File: src/rtl/core/bps_pkg.sv
// Shared types and constants for the byte pattern search block.
package bps_pkg;

    localparam int PAT_BYTES   = 32;
    localparam int PAT_W       = PAT_BYTES * 8;
    localparam int LEN_W       = 6;
    localparam int OFFSET_W    = 32;
    localparam int CFG_DATA_W  = 64;
    localparam int CFG_INDEX_W = 3;

    localparam int QUEUE_DEPTH = 2;
    localparam int QUEUE_PTR_W = 1;
    localparam int QUEUE_CNT_W = 2;

    typedef enum logic [CFG_INDEX_W-1:0] {
        CFG_PAT_0_7   = 3'd0,
        CFG_PAT_8_15  = 3'd1,
        CFG_PAT_16_23 = 3'd2,
        CFG_PAT_24_31 = 3'd3,
        CFG_PAT_LEN   = 3'd4,
        CFG_BASE      = 3'd5,
        CFG_SCAN_ALL  = 3'd6
    } bps_cfg_index_t;

    typedef enum logic {
        RESULT_MATCH = 1'b0,
        RESULT_END   = 1'b1
    } bps_kind_t;

    typedef struct packed {
        logic [PAT_W-1:0]    pattern;
        logic [LEN_W-1:0]    length;
        logic [OFFSET_W-1:0] base_offset;
        logic                scan_all;
    } bps_cfg_t;

    // One queue entry holds every result that a single item causes.
    typedef struct packed {
        logic                has_match;
        logic [OFFSET_W-1:0] match_offset;
        logic                has_end;
        logic                any_found;
    } bps_entry_t;

endpackage

File: src/rtl/core/bps_channels.sv
// Handshake channel interfaces: input bytes, results and configuration writes.
interface bps_in_if;
    logic       valid;
    logic       ready;
    logic [7:0] data_byte;
    logic       region_end;

    modport source (output valid, output data_byte, output region_end, input ready);
    modport sink   (input valid, input data_byte, input region_end, output ready);
endinterface

interface bps_out_if;
    logic                          valid;
    logic                          ready;
    logic                          result_kind;
    logic [bps_pkg::OFFSET_W-1:0]  match_offset;
    logic                          any_found;
    logic                          run_last;

    modport source (output valid, output result_kind, output match_offset,
                    output any_found, output run_last, input ready);
    modport sink   (input valid, input result_kind, input match_offset,
                    input any_found, input run_last, output ready);
endinterface

interface bps_cfg_if;
    logic                            valid;
    logic                            ready;
    logic [bps_pkg::CFG_INDEX_W-1:0] index;
    logic [bps_pkg::CFG_DATA_W-1:0]  data;

    modport source (output valid, output index, output data, input ready);
    modport sink   (input valid, input index, input data, output ready);
endinterface

File: src/rtl/core/bps_window.sv
// Input stage, sliding byte window and parallel pattern compare.
module bps_window #(
    parameter int MAX_PATTERN = 32
) (
    input  logic                 clk,
    input  logic                 rst_n,
    input  bps_pkg::bps_cfg_t    cfg,
    bps_in_if.sink               in_ch,
    input  logic                 q_room,
    output logic                 push,
    output bps_pkg::bps_entry_t  entry
);

    localparam int WIN     = MAX_PATTERN - 1;
    localparam int LEN_LIM = (MAX_PATTERN < bps_pkg::PAT_BYTES) ? MAX_PATTERN
                                                                : bps_pkg::PAT_BYTES;
    localparam int FILL_W  = $clog2(MAX_PATTERN);

    logic                          stage_valid_reg, stage_valid_next;
    logic [7:0]                    stage_byte_reg;
    logic                          stage_end_reg;

    logic [7:0]                    win_reg [WIN];
    logic [FILL_W-1:0]             fill_reg, fill_next;
    logic [bps_pkg::OFFSET_W-1:0]  seen_reg, seen_next;
    logic                          match_seen_reg, match_seen_next;

    logic [7:0]                    apat_reg [MAX_PATTERN];
    logic [7:0]                    apat_next [MAX_PATTERN];
    logic [MAX_PATTERN-1:0]        mask_reg, mask_next;
    logic [bps_pkg::LEN_W-1:0]     len_reg, len_next;

    logic accept, advance, hit, seq_ok, fill_ok, report;

    // Effective length, and the pattern laid out newest-byte first.
    always_comb
    begin
        logic [bps_pkg::LEN_W-1:0] idx;
        idx = '0;
        if (cfg.length > bps_pkg::LEN_W'(LEN_LIM))
            len_next = bps_pkg::LEN_W'(LEN_LIM);
        else
            len_next = cfg.length;
        for (int i = 0; i < MAX_PATTERN; i++)
        begin
            if (i < int'(len_next))
            begin
                idx          = len_next - bps_pkg::LEN_W'(1) - bps_pkg::LEN_W'(i);
                apat_next[i] = cfg.pattern[{idx[4:0], 3'b000} +: 8];
                mask_next[i] = 1'b1;
            end
            else
            begin
                apat_next[i] = 8'h00;
                mask_next[i] = 1'b0;
            end
        end
    end

    always_ff @(posedge clk)
    begin
        len_reg  <= len_next;
        mask_reg <= mask_next;
        for (int i = 0; i < MAX_PATTERN; i++)
        begin
            apat_reg[i] <= apat_next[i];
        end
    end

    // Compare the staged byte and the window against the aligned pattern.
    always_comb
    begin
        seq_ok = 1'b1;
        for (int i = 1; i < MAX_PATTERN; i++)
        begin
            if (mask_reg[i] && (win_reg[i-1] != apat_reg[i]))
                seq_ok = 1'b0;
        end
    end

    assign fill_ok = 7'(fill_reg) >= (7'(len_reg) - 7'd1);
    assign hit     = (len_reg != '0) && fill_ok && (stage_byte_reg == apat_reg[0]) && seq_ok;
    assign report  = hit && (cfg.scan_all || !match_seen_reg);

    assign advance     = stage_valid_reg && q_room;
    assign in_ch.ready = !stage_valid_reg || advance;
    assign accept      = in_ch.valid && in_ch.ready;

    assign push               = advance && (report || stage_end_reg);
    assign entry.has_match    = report;
    assign entry.match_offset = seen_reg - bps_pkg::OFFSET_W'(len_reg) + 32'd1
                                + cfg.base_offset;
    assign entry.has_end      = stage_end_reg;
    assign entry.any_found    = match_seen_reg || hit;

    always_comb
    begin
        stage_valid_next = stage_valid_reg;
        fill_next        = fill_reg;
        seen_next        = seen_reg;
        match_seen_next  = match_seen_reg;
        if (accept)
            stage_valid_next = 1'b1;
        else if (advance)
            stage_valid_next = 1'b0;
        if (advance)
        begin
            if (stage_end_reg)
            begin
                fill_next       = '0;
                seen_next       = '0;
                match_seen_next = 1'b0;
            end
            else
            begin
                if (fill_reg != FILL_W'(WIN))
                    fill_next = fill_reg + FILL_W'(1);
                seen_next       = seen_reg + 32'd1;
                match_seen_next = match_seen_reg || hit;
            end
        end
    end

    always_ff @(posedge clk or negedge rst_n)
    begin
        if (!rst_n)
        begin
            stage_valid_reg <= 1'b0;
            fill_reg        <= '0;
            seen_reg        <= '0;
            match_seen_reg  <= 1'b0;
        end
        else
        begin
            stage_valid_reg <= stage_valid_next;
            fill_reg        <= fill_next;
            seen_reg        <= seen_next;
            match_seen_reg  <= match_seen_next;
        end
    end

    always_ff @(posedge clk)
    begin
        if (accept)
        begin
            stage_byte_reg <= in_ch.data_byte;
            stage_end_reg  <= in_ch.region_end;
        end
        if (advance)
        begin
            win_reg[0] <= stage_byte_reg;
            for (int k = 1; k < WIN; k++)
            begin
                win_reg[k] <= win_reg[k-1];
            end
        end
    end

endmodule

File: src/rtl/core/bps_result_queue.sv
// Two-entry result queue; splits an entry into its match and end items.
module bps_result_queue (
    input  logic                 clk,
    input  logic                 rst_n,
    input  logic                 push,
    input  bps_pkg::bps_entry_t  entry,
    output logic                 room,
    bps_out_if.source            out_ch
);

    bps_pkg::bps_entry_t               entries_reg [bps_pkg::QUEUE_DEPTH];
    logic [bps_pkg::QUEUE_PTR_W-1:0]   wr_ptr_reg, wr_ptr_next;
    logic [bps_pkg::QUEUE_PTR_W-1:0]   rd_ptr_reg, rd_ptr_next;
    logic [bps_pkg::QUEUE_CNT_W-1:0]   count_reg, count_next;
    logic                              end_phase_reg, end_phase_next;

    bps_pkg::bps_entry_t head;
    logic                show_end, fire, pop;

    assign head     = entries_reg[rd_ptr_reg];
    assign room     = count_reg != bps_pkg::QUEUE_CNT_W'(bps_pkg::QUEUE_DEPTH);
    assign show_end = !head.has_match || end_phase_reg;
    assign fire     = out_ch.valid && out_ch.ready;
    assign pop      = fire && (show_end || !head.has_end);

    assign out_ch.valid        = count_reg != '0;
    assign out_ch.result_kind  = show_end ? logic'(bps_pkg::RESULT_END)
                                          : logic'(bps_pkg::RESULT_MATCH);
    assign out_ch.match_offset = show_end ? '0 : head.match_offset;
    assign out_ch.any_found    = show_end && head.any_found;
    assign out_ch.run_last     = show_end;

    always_comb
    begin
        wr_ptr_next    = wr_ptr_reg;
        rd_ptr_next    = rd_ptr_reg;
        count_next     = count_reg;
        end_phase_next = end_phase_reg;
        if (push)
            wr_ptr_next = wr_ptr_reg + bps_pkg::QUEUE_PTR_W'(1);
        if (pop)
        begin
            rd_ptr_next    = rd_ptr_reg + bps_pkg::QUEUE_PTR_W'(1);
            end_phase_next = 1'b0;
        end
        else if (fire)
            end_phase_next = 1'b1;
        if (push && !pop)
            count_next = count_reg + bps_pkg::QUEUE_CNT_W'(1);
        else if (pop && !push)
            count_next = count_reg - bps_pkg::QUEUE_CNT_W'(1);
    end

    always_ff @(posedge clk or negedge rst_n)
    begin
        if (!rst_n)
        begin
            wr_ptr_reg    <= '0;
            rd_ptr_reg    <= '0;
            count_reg     <= '0;
            end_phase_reg <= 1'b0;
        end
        else
        begin
            wr_ptr_reg    <= wr_ptr_next;
            rd_ptr_reg    <= rd_ptr_next;
            count_reg     <= count_next;
            end_phase_reg <= end_phase_next;
        end
    end

    always_ff @(posedge clk)
    begin
        if (push)
            entries_reg[wr_ptr_reg] <= entry;
    end

endmodule

File: src/rtl/core/byte_pattern_search.sv
// Top level of the streaming byte pattern search block.
//
//  Channel  Dir  Payload                                        Accepted when
//  in_ch    in   data_byte[7:0], region_end                     valid && ready
//  out_ch   out  result_kind, match_offset[31:0], any_found,    valid && ready
//                run_last
//  cfg      in   index[2:0], data[63:0]                         valid && ready
//
// One byte per cycle while the queue has room: an accepted item sits in the
// input stage, where the window compare runs; its results enter a two-entry
// queue. A region's last byte that also completes a reported match gives two
// items, presented in turn on the output side; the queue stalls the input only
// when it is full. Reset sets the configuration registers (length one), the
// window fill count and the queue; the configuration port is always ready.
module byte_pattern_search #(
    parameter int MAX_PATTERN = 32
) (
    input  logic       clk,
    input  logic       rst_n,
    bps_in_if.sink     in_ch,
    bps_out_if.source  out_ch,
    bps_cfg_if.sink    cfg
);

    logic [bps_pkg::PAT_W-1:0]    pattern_reg;
    logic [bps_pkg::LEN_W-1:0]    length_reg;
    logic [bps_pkg::OFFSET_W-1:0] base_reg;
    logic                         scan_reg;

    bps_pkg::bps_cfg_t   cfg_bus;
    bps_pkg::bps_entry_t entry;
    logic                push, q_room;

    // Register writes are taken in any cycle.
    assign cfg.ready = 1'b1;

    always_ff @(posedge clk or negedge rst_n)
    begin
        if (!rst_n)
        begin
            pattern_reg <= '0;
            length_reg  <= bps_pkg::LEN_W'(1);
            base_reg    <= '0;
            scan_reg    <= 1'b0;
        end
        else if (cfg.valid && cfg.ready)
        begin
            case (bps_pkg::bps_cfg_index_t'(cfg.index))
                bps_pkg::CFG_PAT_0_7:   pattern_reg[0   +: 64] <= cfg.data;
                bps_pkg::CFG_PAT_8_15:  pattern_reg[64  +: 64] <= cfg.data;
                bps_pkg::CFG_PAT_16_23: pattern_reg[128 +: 64] <= cfg.data;
                bps_pkg::CFG_PAT_24_31: pattern_reg[192 +: 64] <= cfg.data;
                bps_pkg::CFG_PAT_LEN:   length_reg <= cfg.data[bps_pkg::LEN_W-1:0];
                bps_pkg::CFG_BASE:      base_reg   <= cfg.data[bps_pkg::OFFSET_W-1:0];
                bps_pkg::CFG_SCAN_ALL:  scan_reg   <= cfg.data[0];
                default:                ; // drop writes to unused indexes
            endcase
        end
    end

    assign cfg_bus.pattern     = pattern_reg;
    assign cfg_bus.length      = length_reg;
    assign cfg_bus.base_offset = base_reg;
    assign cfg_bus.scan_all    = scan_reg;

    // Input stage, window and compare.
    bps_window #(
        .MAX_PATTERN (MAX_PATTERN)
    ) u_window (
        .clk    (clk),
        .rst_n  (rst_n),
        .cfg    (cfg_bus),
        .in_ch  (in_ch),
        .q_room (q_room),
        .push   (push),
        .entry  (entry)
    );

    // Hold results until the sink takes them.
    bps_result_queue u_queue (
        .clk    (clk),
        .rst_n  (rst_n),
        .push   (push),
        .entry  (entry),
        .room   (q_room),
        .out_ch (out_ch)
    );

endmodule
File: src/flat_wrapper.sv
// flat-port wrapper written by rule: the top's interface ports become plain ports
module byte_pattern_search_flat 
#(
    parameter int MAX_PATTERN = 32
)
  (clk, rst_n, in_ch_valid, in_ch_data_byte, in_ch_region_end, in_ch_ready, out_ch_valid, out_ch_result_kind, out_ch_match_offset, out_ch_any_found, out_ch_run_last, out_ch_ready, cfg_valid, cfg_index, cfg_data, cfg_ready);
  bps_in_if in_ch_i ();
  bps_out_if out_ch_i ();
  bps_cfg_if cfg_i ();
  input  logic clk;
  input  logic rst_n;
  input wire logic [$bits(in_ch_i.valid)-1:0] in_ch_valid;
  input wire logic [$bits(in_ch_i.data_byte)-1:0] in_ch_data_byte;
  input wire logic [$bits(in_ch_i.region_end)-1:0] in_ch_region_end;
  output wire logic [$bits(in_ch_i.ready)-1:0] in_ch_ready;
  output wire logic [$bits(out_ch_i.valid)-1:0] out_ch_valid;
  output wire logic [$bits(out_ch_i.result_kind)-1:0] out_ch_result_kind;
  output wire logic [$bits(out_ch_i.match_offset)-1:0] out_ch_match_offset;
  output wire logic [$bits(out_ch_i.any_found)-1:0] out_ch_any_found;
  output wire logic [$bits(out_ch_i.run_last)-1:0] out_ch_run_last;
  input wire logic [$bits(out_ch_i.ready)-1:0] out_ch_ready;
  input wire logic [$bits(cfg_i.valid)-1:0] cfg_valid;
  input wire logic [$bits(cfg_i.index)-1:0] cfg_index;
  input wire logic [$bits(cfg_i.data)-1:0] cfg_data;
  output wire logic [$bits(cfg_i.ready)-1:0] cfg_ready;
  assign in_ch_i.valid = in_ch_valid;
  assign in_ch_i.data_byte = in_ch_data_byte;
  assign in_ch_i.region_end = in_ch_region_end;
  assign in_ch_ready = in_ch_i.ready;
  assign out_ch_valid = out_ch_i.valid;
  assign out_ch_result_kind = out_ch_i.result_kind;
  assign out_ch_match_offset = out_ch_i.match_offset;
  assign out_ch_any_found = out_ch_i.any_found;
  assign out_ch_run_last = out_ch_i.run_last;
  assign out_ch_i.ready = out_ch_ready;
  assign cfg_i.valid = cfg_valid;
  assign cfg_i.index = cfg_index;
  assign cfg_i.data = cfg_data;
  assign cfg_ready = cfg_i.ready;
  byte_pattern_search #(.MAX_PATTERN(MAX_PATTERN)) u_core (.clk(clk), .rst_n(rst_n), .in_ch(in_ch_i), .out_ch(out_ch_i), .cfg(cfg_i));
endmodule
File: config.mk
export PLATFORM = sky130hd
export DESIGN_NAME = byte_pattern_search_flat
export DESIGN_NICKNAME = d
export VERILOG_FILES = /design/src/rtl/core/bps_pkg.sv /design/src/rtl/core/bps_channels.sv /design/src/rtl/core/bps_window.sv /design/src/rtl/core/bps_result_queue.sv /design/src/rtl/core/byte_pattern_search.sv /design/src/flat_wrapper.sv
export SDC_FILE = /design/constraint.sdc
export NUM_CORES = 2
export LEC_CHECK = 0
export BUFFER_PORTS_ARGS = -buffer_cell sky130_fd_sc_hd__buf_2
export CORE_ASPECT_RATIO = 1.5
export CORE_MARGIN = 5
export CORE_UTILIZATION = 35
export CTS_BUF_LIST = sky130_fd_sc_hd__clkbuf_16
export DETAILED_ROUTE_END_ITERATION = 8
export SYNTH_ARGS = -nofsm -noshare
export SYNTH_HDL_FRONTEND = slang
export SYNTH_SLANG_ARGS = --single-unit
File: constraint.sdc
create_clock -name clk -period 8.3 [get_ports clk]
set_input_delay 0.83 -clock clk [delete_from_list [all_inputs] [get_ports clk]]
set_output_delay 0.83 -clock clk [all_outputs]
set_load 0.03 [all_outputs]
After elaboration in Yosys (flattened, before gate mapping)
Memory sizes are Yosys's and may differ from the RTL's.
Cells that the tools add are included.
{"block": "op_classes", "reduce_logical": 70, "n_mux": 112, "shifts": 32, "n_eq_ne": 40, "order_cmp": 34, "add_sub_neg": 42}
{"operator": "256-bit by 9-bit variable part select with 8-bit output", "count": 32}
{"operator": "8-bit two-way mux", "count": 32}
{"operator": "8-bit != test", "count": 31}
{"operator": "5-bit by 6-bit less-than comparator with 1-bit output, first input constant", "count": 16}
{"operator": "5-bit subtractor, second input constant", "count": 16}
{"operator": "1-bit two-way mux", "count": 73}
{"operator": "32-bit by 1-bit adder with 32-bit output, second input constant", "count": 2}
{"operator": "32-bit two-way mux", "count": 2}
{"operator": "4-bit by 6-bit less-than comparator with 1-bit output, first input constant", "count": 8}
{"operator": "1-bit logical AND", "count": 43}
{"operator": "5-bit by 4-bit subtractor with 5-bit output, second input constant", "count": 8}
{"operator": "32-bit adder", "count": 1}
{"operator": "32-bit by 6-bit subtractor with 32-bit output", "count": 1}
{"operator": "3-bit by 6-bit less-than comparator with 1-bit output, first input constant", "count": 4}
{"operator": "5-bit by 3-bit subtractor with 5-bit output, second input constant", "count": 4}
{"operator": "2-bit AND reduction", "count": 8}
{"operator": "1-bit by 6-bit less-than comparator with 1-bit output, first input constant", "count": 2}
{"operator": "2-bit by 6-bit less-than comparator with 1-bit output, first input constant", "count": 2}
{"operator": "5-bit two-way mux", "count": 2}
{"operator": "2-bit nonzero test", "count": 5}
{"operator": "5-bit by 1-bit subtractor with 5-bit output, second input constant", "count": 2}
{"operator": "5-bit by 2-bit subtractor with 5-bit output, second input constant", "count": 2}
{"operator": "3-bit equality test, second input constant", "count": 3}
{"operator": "8-bit equality test", "count": 1}
{"operator": "17 further kinds", "count": 30}
{"block": "word_totals", "mem_bits_rw": 574, "register_bits": 386, "mem_count": 3, "word_cells": 352}
{"name": "u_core.u_window.apat_reg", "words": 32, "word_bits": 8, "read_ports": 32, "rd_clocked_by_memory_dff": 0, "wr": 32, "line": "bps_window.sv:28", "text": "logic [7:0] apat_reg [MAX_PATTERN];"}
{"name": "u_core.u_window.win_reg", "words": 31, "word_bits": 8, "read_ports": 31, "rd_clocked_by_memory_dff": 0, "wr": 31, "line": "bps_window.sv:23", "text": "logic [7:0] win_reg [WIN];"}
{"name": "u_core.u_queue.entries_reg", "words": 2, "word_bits": 35, "read_ports": 1, "rd_clocked_by_memory_dff": 0, "wr": 1, "line": "bps_result_queue.sv:11", "text": "bps_pkg::bps_entry_t entries_reg [bps_pkg::QUEUE_DEPTH];"}

Logic depth before layout (Yosys ltp)
An unclocked memory read counts as a cell.
{"block": "logic_depth", "ltp_word": 42, "mapped_depth": 17, "mapped_depth_nobuf": 13}

Cells and area by module
From an unflattened synthesis, not the netlist that was laid out.
{"block": "hier_totals", "hier_cells": 4270, "hier_area_um2": 51169.1}
{"mod": "bps_window", "area_each_um2": 36671.4, "instances": 1, "seq_area_each_um2": 14538.9, "cells_each": 3465}
{"mod": "byte_pattern_search", "area_each_um2": 11546.1, "instances": 1, "seq_area_each_um2": 7383.3, "cells_each": 631}
{"mod": "bps_result_queue", "area_each_um2": 2951.6, "instances": 1, "seq_area_each_um2": 2227.1, "cells_each": 174}

Least setup slack after synthesis
Ideal clock, no wire load.
{"block": "synth_path", "kind": "flip-flop to flip-flop", "startpoint": "register u_core.u_queue.count_reg[0] (netlist name)", "endpoint": "register u_core.u_window.seen_reg[7] (netlist name)", "slack_ns": 1.597, "period_less_slack_ns": 6.703, "arrival_ns": 6.571, "stages_incl_launch_ff": 8, "path_cell_list": "dfrtp_1 nand2b_1 nand2_1 inv_1 and3_1 nand4_1 xnor2_1 nor2_1"}
{"block": "synth_via", "elab_chain_cells": 2}
{"item": "start: declaration", "line": "bps_result_queue.sv:14", "text": "logic [bps_pkg::QUEUE_CNT_W-1:0] count_reg, count_next;"}
{"item": "start signal: assignment", "line": "bps_result_queue.sv:67", "text": "count_reg <= count_next;"}
{"item": "2-bit != test", "line": "bps_result_queue.sv:21", "text": "assign room = count_reg != bps_pkg::QUEUE_CNT_W'(bps_pkg::QUEUE_DEPTH);"}
{"item": "1-bit logical AND", "line": "bps_window.sv:85", "text": "assign advance = stage_valid_reg && q_room;"}
{"item": "via u_core.u_window.advance", "line": "bps_window.sv:33", "text": "logic accept, advance, hit, seq_ok, fill_ok, report;"}
{"item": "end signal: assignment", "line": "bps_window.sv:137", "text": "seen_reg <= seen_next;"}
{"item": "end: declaration", "line": "bps_window.sv:25", "text": "logic [bps_pkg::OFFSET_W-1:0] seen_reg, seen_next;"}
The timed path passes the listed nets, and every way through them passes these cells.
A chain may end at the register's enable or synchronous reset.

==> results.cfg <==
[setup_path]
startpoint_type = flip-flop
crit_type = reg2reg
worst-r2r-cell-count = 10
r2r_start = u_core.length_reg[5]$_DFFE_PN0P_
worstPathRequired_ps = 8900
cp.arrival_ps = 6120
rr_endpoint = u_core.u_window.apat_reg[0][100]$_SDFF_PN0_
r2r_setup_slack_ps = 2780
endpoint = u_core.u_window.apat_reg[0][100]$_SDFF_PN0_
endpoint_kind = flip-flop
cp_max_fo = 29
crit_start = u_core.length_reg[5]$_DFFE_PN0P_

[global_route]
grt_max_degree = 152
grt_pass1_wl_um = 271000
globalRouteTotalUtil = 0.251
grt_pass1_vias = 34442
antenna_found_initial = 7
grt.overflow.total = 0

[routing]
dr.first_iter.drc_count = 3055
totalWireLength_um = 198000
routed.top_layer = met5
wl_per_cell_um = 31.6
drc = 0
wl_met2_um = 95700
first_pass_iters = 6
wl_met1_um = 72900
avgViaCountPerCell = 5.52
vias = 34640
antenna_left = 0
wl_met3_um = 10500

[clock_network]
post_cts_buffers = 0
cts_resized = 0
root_buffer = clkbuf_16
insertion_delay_ps = 770
clock_sinks = 958
cts_max_level = 3
cts_max_path_buffers = 3
cts_made_buffers = 92
cts_tree = built
cts.clk_slew.worst_paths_ps = 60
postCtsHoldBufs = 0

[yosys]
ys_top_cells_by_area = edfxtp_1 19%, mux2i_1 17%, dfrtp_1 17%
synth_cell_type_count = 76
synth_top_area_frac = 0.193
ys.flop_type = dfrtp_1
synth_edf_count = 327
synthCells = 4201
ys_warn_count = 0
ys_ff_latch = 958
syn_avg_cell_area_um2 = 12.1
syn_nets = 4370
mappedNetlistArea_um2 = 50800
yosysMostFrequentCell = mux2i_1
yosys.area.top_type = edfxtp_1
ys_top_cells_by_count = 859 x mux2i_1, 398 x nand2_1, 338 x dfrtp_1
yosysSeqAreaShare = 0.476
async_flop_share = 0.354

[cells_and_area]
n_fill_cell = 13904
final_util = 0.391
nets = 4450
stdcell_count = 6270
final_layout_size_suffix_gt1_frac = 0.189
area_growth_pct = 11.4

[outcome]
violations = max-capacitance violations, max-slew violations
run_status = finished, violations left

[timing]
clock.fmax_mhz = 181
rsz0062_at_grt = no
tightest_slew_ps = 1520
period_minus_slack_ps = 5520
period_share = 0.665
fin_setup_tns_ps = 0
fin_skew_ps = 58.2
drv_slew = 7
setup_violations = 0
relSlewSlack = -0.0394
worst_slack_ps = 2780
hold_violations = 0

[place]
io_buffers = 117
place_inst = 6090
gp_congestion = 1.11
hpwl_um = 160000
dp_slack_ps = 2900

[floorplanning]
rows = 171
fp.dieW_um = 321
die_h_um = 476
core-area_um2 = 144000
pin_count = 119
start_util = 0.352
die-area_um2 = 153000

[worst_hold_path]
hp-class = in2async

[flow_run]
cap_violations = 4
## logic make-up after synthesis
group                      Yosys count  synth area share
DFF                                958             0.476
buffers and inverters              378            0.0322
other                                1         0.0000739
adders and majority gates           88            0.0226
muxes                             1289             0.295
xor gates and xnor gates           353            0.0666
and+or+nand+nor                    766            0.0669
AOI/OAI and AO/OA                  368            0.0410
## metrics by stage
| step | hold slack (ps) | area, um2 |
|---|---|---|
| final | 171 | 56500 |
| after global routing | 210 | 56500 |
| after CTS | 198 | 56500 |
| after detailed placement | 408 | 53500 |
| after global placement | 398 | 53400 |
| after floorplan | 449 | 50800 |
## cells in the final DEF, fill, tap and decap left out, drive strengths merged, types with 4 or more instances in the layout
cell and n:
clkinv 45, a31oi 9, nand3 20, buf 187, or3 6, dfrtp 338, nand2b 15, o211ai 5
nor2 167, nor4 8, bufinv 8, diode 6, nor3b 6, mux4 136, edfxtp 327, nand2 400
nor3 18, a21o 21, xor2 18, and2 5, nand4 81, clkbuf 96, or2 7, fa 6
nand3b 4, ha 82, o21ai 58, dfxtp 292, nor2b 13, mux2i 859, mux2 294, xnor2 335
a211o 4, a221oi 4, a21oi 242, inv 200, and3 9
## how the worst min path moves through the flow
| stage | to | depth (start not counted) | startpoint | slack (ps) |
|---|---|---|---|---|
| after floorplan | u_core.u_window.win_reg[0][0]$_DFFE_PP_ | 0 | u_core.u_window.stage_byte_reg[0]$_DFFE_PP_ | 450 |
| after global placement | u_core.u_window.len_reg[5]$_DFF_P_ | 0 | u_core.length_reg[5]$_DFFE_PN0P_ | 400 |
| after detailed placement | u_core.u_window.len_reg[5]$_DFF_P_ | 0 | u_core.length_reg[5]$_DFFE_PN0P_ | 410 |
| after CTS | u_core.base_reg[8]$_DFFE_PN0P_ | 1 | rst_n | 200 |
| after global routing | u_core.base_reg[8]$_DFFE_PN0P_ | 1 | rst_n | 210 |
| final | u_core.base_reg[8]$_DFFE_PN0P_ | 1 | rst_n | 170 |
## final cells by class
type | instances | area [um2] | area share
Multi-Input combinational cell | 2865 | 25100 | 0.444
Sequential cell | 958 | 24200 | 0.427
Clock buffer | 96 | 2400 | 0.0425
Tap cell | 1903 | 2380 | 0.0421
Timing Repair Buffer | 187 | 1160 | 0.0205
Inverter | 177 | 683 | 0.0121
Clock inverter | 78 | 651 | 0.0115
Antenna cell | 6 | 15.0 | 0.000266
## critical path, cell delays in order, from the launching register on
cell      delay [ps]
dfrtp_1          370
buf_4            360
nand2b_4         520
inv_2            410
nor3_2           370
xnor2_4          210
buf_4            720
ha_1             960
mux2i_1          900
nand2_1          170
a21oi_1          300
## layer usage
metal,track usage,vias to the layer above
met5,0,-
met4,0.190,8
met3,0.0410,411
met2,0.424,1218
met1,0.285,17749
li1,-,15254
Power is left out: the tool's default activity adds up to more than one toggle a clock period on the data nets, which glitch-free logic cannot reach.
